$ cat config.mk
export PLATFORM = sky130hd
export DESIGN_NAME = length_prefixed_file_record_deframer
export DESIGN_NICKNAME = d
export VERILOG_FILES = /design/src/rtl/lpfrd_pkg.sv /design/src/rtl/lpfrd_cfg.sv /design/src/rtl/lpfrd_parse.sv /design/src/rtl/length_prefixed_file_record_deframer.sv
export SDC_FILE = /design/constraint.sdc
export NUM_CORES = 1
export LEC_CHECK = 0
export ABC_CLOCK_PERIOD_IN_PS = 8200
export BUFFER_PORTS_ARGS = -buffer_cell sky130_fd_sc_hd__buf_4
export CAP_MARGIN = 20
export CORE_MARGIN = 1
export CORE_UTILIZATION = 61
export DETAILED_ROUTE_END_ITERATION = 6
export GPL_TIMING_DRIVEN = 1
export HOLD_SLACK_MARGIN = 0.02
export PLACE_DENSITY = 0.85
export SYNTH_ARGS = -nofsm -noshare
export SYNTH_HDL_FRONTEND = slang
export SYNTH_SLANG_ARGS = --single-unit
$ cat constraint.sdc
create_clock -name clk_i -period 8.2 [get_ports clk_i]
set_input_delay 2.46 -clock clk_i [delete_from_list [all_inputs] [get_ports clk_i]]
set_output_delay 2.46 -clock clk_i [all_outputs]
set_load 0.01 [all_outputs]
$ cat src/rtl/lpfrd_pkg.sv
// Package for the length-prefixed file record deframer.
// Holds phase and result kind codes, widths and the structs shared by the modules.
// Depends on nothing.
package lpfrd_pkg;

  localparam int unsigned ByteW   = 8;
  localparam int unsigned KindW   = 3;
  localparam int unsigned ValueW  = 32;
  localparam int unsigned LimitW  = 64;
  localparam int unsigned AccW    = 24;
  localparam int unsigned PhaseW  = 3;
  localparam int unsigned AddrW   = 4;

  localparam logic [LimitW-1:0] SpaceLimitReset = 64'd1048576;

  localparam logic [PhaseW-1:0] PhModLen  = 3'd0;
  localparam logic [PhaseW-1:0] PhModStr  = 3'd1;
  localparam logic [PhaseW-1:0] PhPathLen = 3'd2;
  localparam logic [PhaseW-1:0] PhPathStr = 3'd3;
  localparam logic [PhaseW-1:0] PhSize    = 3'd4;
  localparam logic [PhaseW-1:0] PhContent = 3'd5;

  localparam logic [1:0] SizeLastIdx = 2'd3;

  localparam logic [KindW-1:0] KindMod     = 3'd0;
  localparam logic [KindW-1:0] KindPath    = 3'd1;
  localparam logic [KindW-1:0] KindContent = 3'd2;
  localparam logic [KindW-1:0] KindStart   = 3'd3;
  localparam logic [KindW-1:0] KindError   = 3'd4;

  localparam logic [0:0] RegSpaceLimit = 1'b0;

  typedef struct packed {
    logic              load;
    logic [LimitW-1:0] limit;
  } lpfrd_cfg_t;

  typedef struct packed {
    logic              valid;
    logic [KindW-1:0]  kind;
    logic [ValueW-1:0] value;
    logic              last;
  } lpfrd_res_t;

endpackage

$ cat src/rtl/lpfrd_cfg.sv
// APB-style register block holding the space_limit register.
// Depends on lpfrd_pkg.
module lpfrd_cfg (
  input  logic                         clk_i,
  input  logic                         rst_ni,
  input  logic                         psel,
  input  logic                         penable,
  input  logic                         pwrite,
  input  logic [lpfrd_pkg::AddrW-1:0]  paddr,
  input  logic [lpfrd_pkg::LimitW-1:0] pwdata,
  output logic [lpfrd_pkg::LimitW-1:0] prdata,
  output logic                         pready,
  output lpfrd_pkg::lpfrd_cfg_t        cfg_o
);

  logic [lpfrd_pkg::LimitW-1:0] limit_q;
  logic                         wr_en;

  assign pready = 1'b1;
  assign wr_en  = psel && penable && pwrite && (paddr[3] == lpfrd_pkg::RegSpaceLimit);

  always_ff @(posedge clk_i or negedge rst_ni) begin
    if (!rst_ni) begin
      limit_q <= lpfrd_pkg::SpaceLimitReset;
    end else if (wr_en) begin
      limit_q <= pwdata;
    end
  end

  assign prdata      = (paddr[3] == lpfrd_pkg::RegSpaceLimit) ? limit_q : '0;
  assign cfg_o.load  = wr_en;
  assign cfg_o.limit = pwdata;

endmodule

$ cat src/rtl/lpfrd_parse.sv
// Record parser: phase, field counter, size accumulator, quota counter and error latch.
// Turns one accepted byte into at most one result. Depends on lpfrd_pkg.
module lpfrd_parse (
  input  logic                        clk_i,
  input  logic                        rst_ni,
  input  lpfrd_pkg::lpfrd_cfg_t       cfg_i,
  input  logic                        step_i,
  input  logic [lpfrd_pkg::ByteW-1:0] byte_i,
  output lpfrd_pkg::lpfrd_res_t       res_o
);

  logic [lpfrd_pkg::PhaseW-1:0] phase_q, phase_d;
  logic [lpfrd_pkg::ValueW-1:0] remain_q, remain_d;
  logic [lpfrd_pkg::AccW-1:0]   acc_q, acc_d;
  logic [1:0]                   cnt_q, cnt_d;
  logic [lpfrd_pkg::LimitW-1:0] space_q, space_d;
  logic                         stuck_q, stuck_d;
  logic                         last_byte;
  logic [lpfrd_pkg::ValueW-1:0] size_full;
  logic [lpfrd_pkg::ValueW-1:0] byte_ext;

  assign last_byte = (remain_q <= 32'd1);
  assign size_full = {acc_q, byte_i};
  assign byte_ext  = {24'd0, byte_i};

  always_comb begin
    phase_d     = phase_q;
    remain_d    = remain_q;
    acc_d       = acc_q;
    cnt_d       = cnt_q;
    space_d     = space_q;
    stuck_d     = stuck_q;
    res_o.valid = 1'b0;
    res_o.kind  = lpfrd_pkg::KindMod;
    res_o.value = byte_ext;
    res_o.last  = 1'b0;
    if (step_i && !stuck_q) begin
      case (phase_q)
        lpfrd_pkg::PhModStr, lpfrd_pkg::PhPathStr: begin
          res_o.valid = 1'b1;
          res_o.kind  = (phase_q == lpfrd_pkg::PhModStr) ? lpfrd_pkg::KindMod
                                                          : lpfrd_pkg::KindPath;
          res_o.last  = last_byte;
          remain_d    = last_byte ? '0 : remain_q - 32'd1;
          if (last_byte) begin
            phase_d = (phase_q == lpfrd_pkg::PhModStr) ? lpfrd_pkg::PhPathLen
                                                        : lpfrd_pkg::PhSize;
          end
        end
        lpfrd_pkg::PhPathLen: begin
          remain_d = byte_ext;
          acc_d    = '0;
          cnt_d    = '0;
          phase_d  = (byte_i == '0) ? lpfrd_pkg::PhSize : lpfrd_pkg::PhPathStr;
        end
        lpfrd_pkg::PhSize: begin
          if (cnt_q != lpfrd_pkg::SizeLastIdx) begin
            acc_d = {acc_q[lpfrd_pkg::AccW-lpfrd_pkg::ByteW-1:0], byte_i};
            cnt_d = cnt_q + 2'd1;
          end else begin
            acc_d       = '0;
            cnt_d       = '0;
            res_o.valid = 1'b1;
            res_o.kind  = lpfrd_pkg::KindStart;
            res_o.value = size_full;
            res_o.last  = (size_full == '0);
            remain_d    = size_full;
            phase_d     = (size_full == '0) ? lpfrd_pkg::PhModLen : lpfrd_pkg::PhContent;
          end
        end
        lpfrd_pkg::PhContent: begin
          res_o.valid = 1'b1;
          if (space_q == '0) begin
            stuck_d     = 1'b1;
            res_o.kind  = lpfrd_pkg::KindError;
            res_o.value = '0;
          end else begin
            space_d    = space_q - 64'd1;
            res_o.kind = lpfrd_pkg::KindContent;
            res_o.last = last_byte;
            remain_d   = last_byte ? '0 : remain_q - 32'd1;
            if (last_byte) begin
              phase_d = lpfrd_pkg::PhModLen;
            end
          end
        end
        default: begin
          remain_d = byte_ext;
          phase_d  = (byte_i == '0) ? lpfrd_pkg::PhPathLen : lpfrd_pkg::PhModStr;
        end
      endcase
    end
    if (cfg_i.load) begin
      space_d = cfg_i.limit;
    end
  end

  always_ff @(posedge clk_i or negedge rst_ni) begin
    if (!rst_ni) begin
      phase_q  <= lpfrd_pkg::PhModLen;
      remain_q <= '0;
      acc_q    <= '0;
      cnt_q    <= '0;
      space_q  <= lpfrd_pkg::SpaceLimitReset;
      stuck_q  <= 1'b0;
    end else begin
      phase_q  <= phase_d;
      remain_q <= remain_d;
      acc_q    <= acc_d;
      cnt_q    <= cnt_d;
      space_q  <= space_d;
      stuck_q  <= stuck_d;
    end
  end

  // Once the quota error is raised, the parser stays frozen until reset.
  a_stuck_holds: assert property (@(posedge clk_i) disable iff (!rst_ni)
    stuck_q |=> stuck_q)
    else $error("error latch cleared without reset");

  a_error_sets_stuck: assert property (@(posedge clk_i) disable iff (!rst_ni)
    (res_o.valid && res_o.kind == lpfrd_pkg::KindError) |=> stuck_q)
    else $error("quota error given without latching");

  a_no_result_when_stuck: assert property (@(posedge clk_i) disable iff (!rst_ni)
    stuck_q |-> !res_o.valid)
    else $error("result produced while frozen");

  a_zero_size_restarts: assert property (@(posedge clk_i) disable iff (!rst_ni)
    (res_o.valid && res_o.kind == lpfrd_pkg::KindStart && res_o.last && !cfg_i.load)
      |=> (phase_q == lpfrd_pkg::PhModLen))
    else $error("empty file did not return to the name length phase");

endmodule

$ cat src/rtl/length_prefixed_file_record_deframer.sv
// Channel   Dir  tdata / tuser / tlast
// s_axis    in   tdata[7:0] data_byte
// m_axis    out  tdata[31:0] value, tuser[2:0] kind, tlast last
// apb       in   space_limit at address 0, 64-bit data
// Each byte waits in the input register and is parsed in the cycle it leaves it.
// Results are registered for m_axis; one byte per cycle is sustained while m_axis is ready.
// Reset empties both registers and loads the quota from space_limit's reset value.
// A stall on m_axis holds the result; the input register then fills and s_axis_tready drops.
// Depends on lpfrd_pkg, lpfrd_cfg and lpfrd_parse.
module length_prefixed_file_record_deframer (
  input  logic                          clk_i,
  input  logic                          rst_ni,
  input  logic                          s_axis_tvalid,
  output logic                          s_axis_tready,
  input  logic [7:0]                    s_axis_tdata,   // [7:0] data_byte
  output logic                          m_axis_tvalid,
  input  logic                          m_axis_tready,
  output logic [31:0]                   m_axis_tdata,   // [31:0] value
  output logic [2:0]                    m_axis_tuser,   // [2:0] kind
  output logic                          m_axis_tlast,
  input  logic                          psel,
  input  logic                          penable,
  input  logic                          pwrite,
  input  logic [lpfrd_pkg::AddrW-1:0]   paddr,
  input  logic [lpfrd_pkg::LimitW-1:0]  pwdata,
  output logic [lpfrd_pkg::LimitW-1:0]  prdata,
  output logic                          pready
);

  lpfrd_pkg::lpfrd_cfg_t        cfg;
  lpfrd_pkg::lpfrd_res_t        res;
  logic                         in_valid_q;
  logic [lpfrd_pkg::ByteW-1:0]  in_byte_q;
  logic                         out_valid_q;
  logic [lpfrd_pkg::KindW-1:0]  out_kind_q;
  logic [lpfrd_pkg::ValueW-1:0] out_value_q;
  logic                         out_last_q;
  logic                         consume;

  lpfrd_cfg u_cfg (
    .clk_i   (clk_i),
    .rst_ni  (rst_ni),
    .psel    (psel),
    .penable (penable),
    .pwrite  (pwrite),
    .paddr   (paddr),
    .pwdata  (pwdata),
    .prdata  (prdata),
    .pready  (pready),
    .cfg_o   (cfg)
  );

  assign consume       = in_valid_q && (!out_valid_q || m_axis_tready);
  assign s_axis_tready = !in_valid_q || consume;

  lpfrd_parse u_parse (
    .clk_i  (clk_i),
    .rst_ni (rst_ni),
    .cfg_i  (cfg),
    .step_i (consume),
    .byte_i (in_byte_q),
    .res_o  (res)
  );

  always_ff @(posedge clk_i or negedge rst_ni) begin
    if (!rst_ni) begin
      in_valid_q <= 1'b0;
    end else if (s_axis_tready) begin
      in_valid_q <= s_axis_tvalid;
    end
  end

  always_ff @(posedge clk_i) begin
    if (s_axis_tready && s_axis_tvalid) begin
      in_byte_q <= s_axis_tdata;
    end
  end

  always_ff @(posedge clk_i or negedge rst_ni) begin
    if (!rst_ni) begin
      out_valid_q <= 1'b0;
    end else if (consume) begin
      out_valid_q <= res.valid;
    end else if (m_axis_tready) begin
      out_valid_q <= 1'b0;
    end
  end

  always_ff @(posedge clk_i) begin
    if (consume && res.valid) begin
      out_kind_q  <= res.kind;
      out_value_q <= res.value;
      out_last_q  <= res.last;
    end
  end

  assign m_axis_tvalid = out_valid_q;
  assign m_axis_tdata  = out_value_q;
  assign m_axis_tuser  = out_kind_q;
  assign m_axis_tlast  = out_last_q;

endmodule
-- Word-level counts from Yosys, hierarchy flattened
Index checks and enable logic that the tools add are counted.
- equal/unequal tests: 11
- reductions and logical operators: 25
- $lt $le $gt $ge: 1
- $add $sub $neg: 3
- mux-type cells: 33
- bitwise operators: 1
- operators by type and width (kind ; number):
    $mux 64 ; 5
    $mux 32 ; 3
    $pmux 32 s3 ; 1
    $mux 37 ; 2
    $logic_not 64->1 ; 1
    $pmux 32 s2 ; 1
    $sub 64x1->64 const B ; 1
    $pmux 24 s2 ; 1
    $le 32x1->1 const B ; 1
    $logic_not 32->1 ; 1
    $sub 32x1->32 const B ; 1
    $mux 24 ; 1
    $mux 3 ; 8
    $pmux 3 s4 ; 1
    $pmux 4 s3 ; 1
    $reduce_and 3->1 ; 3
    $logic_not 8->1 ; 1
    $mux 8 ; 1
    $ne 2x2->1 const B ; 4
    $reduce_bool 2->1 ; 4
    $logic_and 1x1->1 ; 7
    $eq 3x2->1 const B ; 2
    $eq 3x3->1 const B ; 2
    $reduce_and 5->1 ; 1
    other kinds (12) ; 20
- input bits: 83
- flip-flop bits (word level): 236
- output and inout bits: 103

-- Logic depth before layout (Yosys ltp)
- depth in word-level cells: 6
- mapped depth: 10
- depth with buffers taken out: 9

-- Hierarchy
A second synthesis with hierarchy kept.
- cells, all modules: 1211
- area, all modules: 12744.7 µm²
- by module, submodules not included (module ; area an instance (µm²) ; seq. area each (µm²) ; instances ; cells each):
    lpfrd_parse ; 7780.0 ; 3154.3 ; 1 ; 882
    lpfrd_cfg ; 3534.6 ; 1602.8 ; 1 ; 275
    length_prefixed_file_record_deframer ; 1430.1 ; 1371.3 ; 1 ; 54

-- Worst setup path after synthesis
Ideal clock, no wire load.
- kind: input to register
- from: input m_axis_tready
- to: register out_value_q (netlist bit m_axis_tdata[0]) (enable)
- cell stages on the path: 3
- buffers on the path: 0
- library setup time: 483 ps
- setup slack: 2189 ps
- data arrival time: 5528 ps
- path through: nor2b_1 or2_1 nor3b_1
- cells in the longest elaborated chain, start to end: 5
- ends and longest elaborated chain (element ; line ; source):
    start, declared ; length_prefixed_file_record_deframer.sv:17 ; input logic m_axis_tready,
    $logic_or 1x1->1 * ; length_prefixed_file_record_deframer.sv:53 ; assign consume = in_valid_q && (!out_valid_q || m_axis_tready);
    $logic_and 1x1->1 * ; length_prefixed_file_record_deframer.sv:53 ;
    $logic_and 1x1->1 ; lpfrd_parse.sv:37 ; if (step_i && !stuck_q) begin
    $mux 37 ; lpfrd_parse.sv:37 ;
    $logic_and 1x1->1 * ; length_prefixed_file_record_deframer.sv:90 ; if (consume && res.valid) begin
    end signal, assigned ; length_prefixed_file_record_deframer.sv:92 ; out_value_q <= res.value;
    end, declared ; length_prefixed_file_record_deframer.sv:36 ; logic [lpfrd_pkg::ValueW-1:0] out_value_q;
Mark *: on every way between the ends. The rest lies on a longest branch, timed or not.
A chain may end at the register's enable or synchronous reset.

-- Final worst setup path
- from: input paddr[3] in the netlist's numbering
- to: output prdata[35] in the netlist's numbering
- cells in the longest elaborated chain, start to end: 1
- ends and longest elaborated chain (element ; line ; source):
    start, declared ; length_prefixed_file_record_deframer.sv:24 ; input logic [lpfrd_pkg::AddrW-1:0] paddr,
    $mux 64 ; lpfrd_cfg.sv:30 ; assign prdata = (paddr[3] == lpfrd_pkg::RegSpaceLimit) ? limit_q : '0;
    end, declared ; length_prefixed_file_record_deframer.sv:26 ; output logic [lpfrd_pkg::LimitW-1:0] prdata,
Every way passes these cells.

==> run_results.csv <==
group,metric,value,unit
status,status,"finished with violations",
status,violations,"design-rule violations",
logic_synthesis,synth_common_cells,"nand2_1, dfrtp_1, o21ai_0, nor2b_1, nor2_1",
die,rows,49,
logic_synthesis,synth_top_area_cell,"dfrtp_1",
die,start_util,0.629,
timing,drv_slew,0,
logic_synthesis,synth_edf_count,44,
route,drt_pre_antenna_iters,7,
logic_synthesis,ys_ff_latch,236,
global_routing,antenna_found_initial,0,
pwr,peakVddDrop,0.186,mV
global_routing,grt_overflow,0,
worst_setup_path,critPathMaxFanout,66,
job,max-cap-violations,0,
die,die_y,139,um
timing,slew_headroom,0.252,
logic_synthesis,ys_types,64,
logic_synthesis,synth_top_cell_area_share,0.415,
clock_network,ctsHoldBuffers,0,
pwr,power,2.93,mW
logic_synthesis,synth_nets,1327,
route,drc,2,
timing,setup_tns,0,ns
worst_setup_path,cp.arrival,3.31,ns
logic_synthesis,async_flop_share,0.814,
global_routing,grt_max_degree,118,
logic_synthesis,synth-main-ff-cell,"dfrtp_1",
timing,worstMarginPinSlew,1.12,ns
clock_network,htreeDepth,1,
clock_network,ctsResizeCount,0,
worst_setup_path,cp.required,5.74,ns
logic_synthesis,synth_area,11400,um2
route,wl_per_cell,17.8,um
timing,setup_viol,0,
clock_network,cts_tree,"yes",
timing,clock.fmax,0.173,GHz
clock_network,cts_setup_buffers,0,
pwr,powerDensity,213,nW/um2
layout,antenna_cells,0,
layout,drive_gt1_frac,0.186,
clock_network,cts_sinks,236,
timing,finClkSkew,0.0110,ns
logic_synthesis,avgSynthCellArea,9.23,um2
pwr,leakage,5.95,nW
min_path,hold_depth,2,
die,ios,186,
place,hpwl,19.0,mm
global_routing,grt_pass1_wl,48.0,mm
logic_synthesis,synth.most_common_cell,"nand2_1",
worst_setup_path,r2r_cells,7,
place,place_congestion,0.895,
route,via_per_inst,6.07,
route,wl_met1,11.7,mm
route,met2_length,14.3,mm
route,drt_iter0_markers,868,
layout,n_fill_cell,1278,
logic_synthesis,synth_cells,1240,
timing,hold_viol_final,0,
timing,fin_crit,5.77,ns
clock_network,clk_path_buf_depth,3,
route,wl_met3,2.16,mm
layout,finalNonFillerCells,1637,
die,fp.dieW,139,um
worst_setup_path,startpoint_type,"primary input",
layout,layout.nets,1480,
layout,areaGrowthSynthToFinish,20.1,%
logic_synthesis,yosysSeqAreaShare,0.535,
clock_network,cts_buffers,24,
timing,finalCritPeriodShare,0.704,
global_routing,first_global_vias,9558,
clock_network,clk_latency,0.52,ns
logic_synthesis,ys_top_cells_by_area,"dfrtp_1, edfxtp_1, nand2_1, nor2b_1, o21ai_0",
timing,rsz0062_at_grt,"false",
clock_network,cts.clk_slew.worst_paths,0.06,ns
clock_network,cts-root-buf,"clkbuf_16",
route,vias,9930,
route,routed_wl,29.2,mm
route,highest_layer,"met4",
route,antenna_left,0,
layout,post-route-util,0.755,
worst_setup_path,crit_type,"primary input to output port",
logic_synthesis,yosysWarnings,0,
place,place_inst,1596,
global_routing,grtUsageTotal,0.306,
min_path,hp-class,"flip-flop to flip-flop",
die,dieArea,19300,um2
worst_setup_path,end_kind,"output port",
place,portBuffers,181,
die,core_area,18200,um2
worst paths after layout:
kind                                                  from                          endpoint  slack (ns)
hold / removal               u_cfg.limit_q[20]$_DFFE_PN1P_     u_cfg.limit_q[20]$_DFFE_PN1P_        0.47
hold reg to reg              u_cfg.limit_q[20]$_DFFE_PN1P_     u_cfg.limit_q[20]$_DFFE_PN1P_        0.47
max in group asynchronous                           rst_ni     u_cfg.limit_q[14]$_DFFE_PN0P_        5.03
setup reg to reg           u_parse.space_q[14]$_DFFE_PN0P_    u_parse.phase_q[2]$_DFFE_PN0P_        4.82
min in group asynchronous                           rst_ni  u_parse.remain_q[12]$_DFFE_PN0P_        2.00
setup / recovery                                  paddr[3]                        prdata[35]        2.43
kinds of logic after synthesis:
| logic type | count (synthesis) | synth area share |
|---|---|---|
| AND/OR/NAND/NOR | 663 | 0.287 |
| buffers and inverters | 77 | 0.0269 |
| multiplexers | 1 | 0.000874 |
| flip-flops | 236 | 0.535 |
| XOR/XNOR | 55 | 0.0421 |
| AO/OA/AOI/OAI | 203 | 0.103 |
| adder cells (fa/ha/maj) | 4 | 0.00437 |
| other | 1 | 0.000328 |
worst max-delay path, stage by stage:
cell and delay (ns):
buf_4 0.51, nor2b_1 0.13, buf_4 0.18
stage by stage:
step | instance area, um2 | worst slack (ns) | hold WS, ns
floorplan | 11400 | 2.19 | 0.430
global placement | 12900 | 2.51 | 0.443
detailed placement | 12900 | 2.45 | 0.451
CTS | 13800 | 2.43 | 0.468
global route | 13800 | 2.36 | 0.481
finish | 13800 | 2.43 | 0.468
cell type report:
class                   count  area, um2  share of cell area
well taps                 229        287              0.0208
inverters                  13       48.8             0.00355
repair buffers            191       1440               0.105
multi-input cells         927       5040               0.366
clock buffers              36        737              0.0536
clock inverters             5       78.8             0.00573
flip-flops and latches    236       6130               0.446
layer usage:
layer / vias to the layer above / track usage
met5: - / 0
met4: 0 / 0.119
met3: 91 / 0.0480
met2: 454 / 0.511
met1: 4797 / 0.404
li1: 4588 / -
sequential cells by signal, indices dropped and copies added, names as in the netlist:
| register | count |
|---|---|
| u_cfg.limit_q | 64 |
| u_parse.space_q | 64 |
| m_axis_tdata | 32 |
| u_parse.remain_q | 32 |
| u_parse.acc_q | 24 |
| in_byte_q | 8 |
| m_axis_tuser | 3 |
| u_parse.phase_q | 3 |
| u_parse.cnt_q | 2 |
| in_valid_q | 1 |
| m_axis_tlast | 1 |
| m_axis_tvalid | 1 |
| u_parse.stuck_q | 1 |
cells in the final DEF (no fill, tap or decap), drive strengths merged, types with 3 or more instances in the layout:
| master | Yosys | routed |
|---|---|---|
| nand2 | 281 | 281 |
| dfrtp | 190 | 190 |
| buf | 11 | 190 |
| o21ai | 107 | 107 |
| nor2b | 77 | 77 |
| nor2 | 75 | 75 |
| nand3 | 59 | 59 |
| a21oi | 47 | 47 |
| edfxtp | 44 | 44 |
| nor4 | 38 | 38 |
| clkbuf | 53 | 37 |
| xor2 | 36 | 36 |
| nor3 | 33 | 33 |
| and2 | 29 | 29 |
| a32oi | 20 | 20 |
| xnor2 | 19 | 19 |
| inv | 13 | 13 |
| nand4 | 13 | 13 |
| or4 | 12 | 12 |
| or3 | 12 | 12 |
| or2 | 9 | 9 |
| nand2b | 6 | 6 |
| a22oi | 6 | 6 |
| nor3b | 5 | 5 |
| nand4b | 4 | 4 |
| a31oi | 4 | 4 |
| ha | 4 | 4 |
| a211oi | 3 | 3 |
| clkinv | 0 | 3 |
power by group:
part           switching, mW  internal (mW)
registers              0.115           1.32
clock network          0.452          0.680
logic                  0.181          0.180
total                  0.748           2.18
No activity file was read; power rests on OpenSTA's default activity.
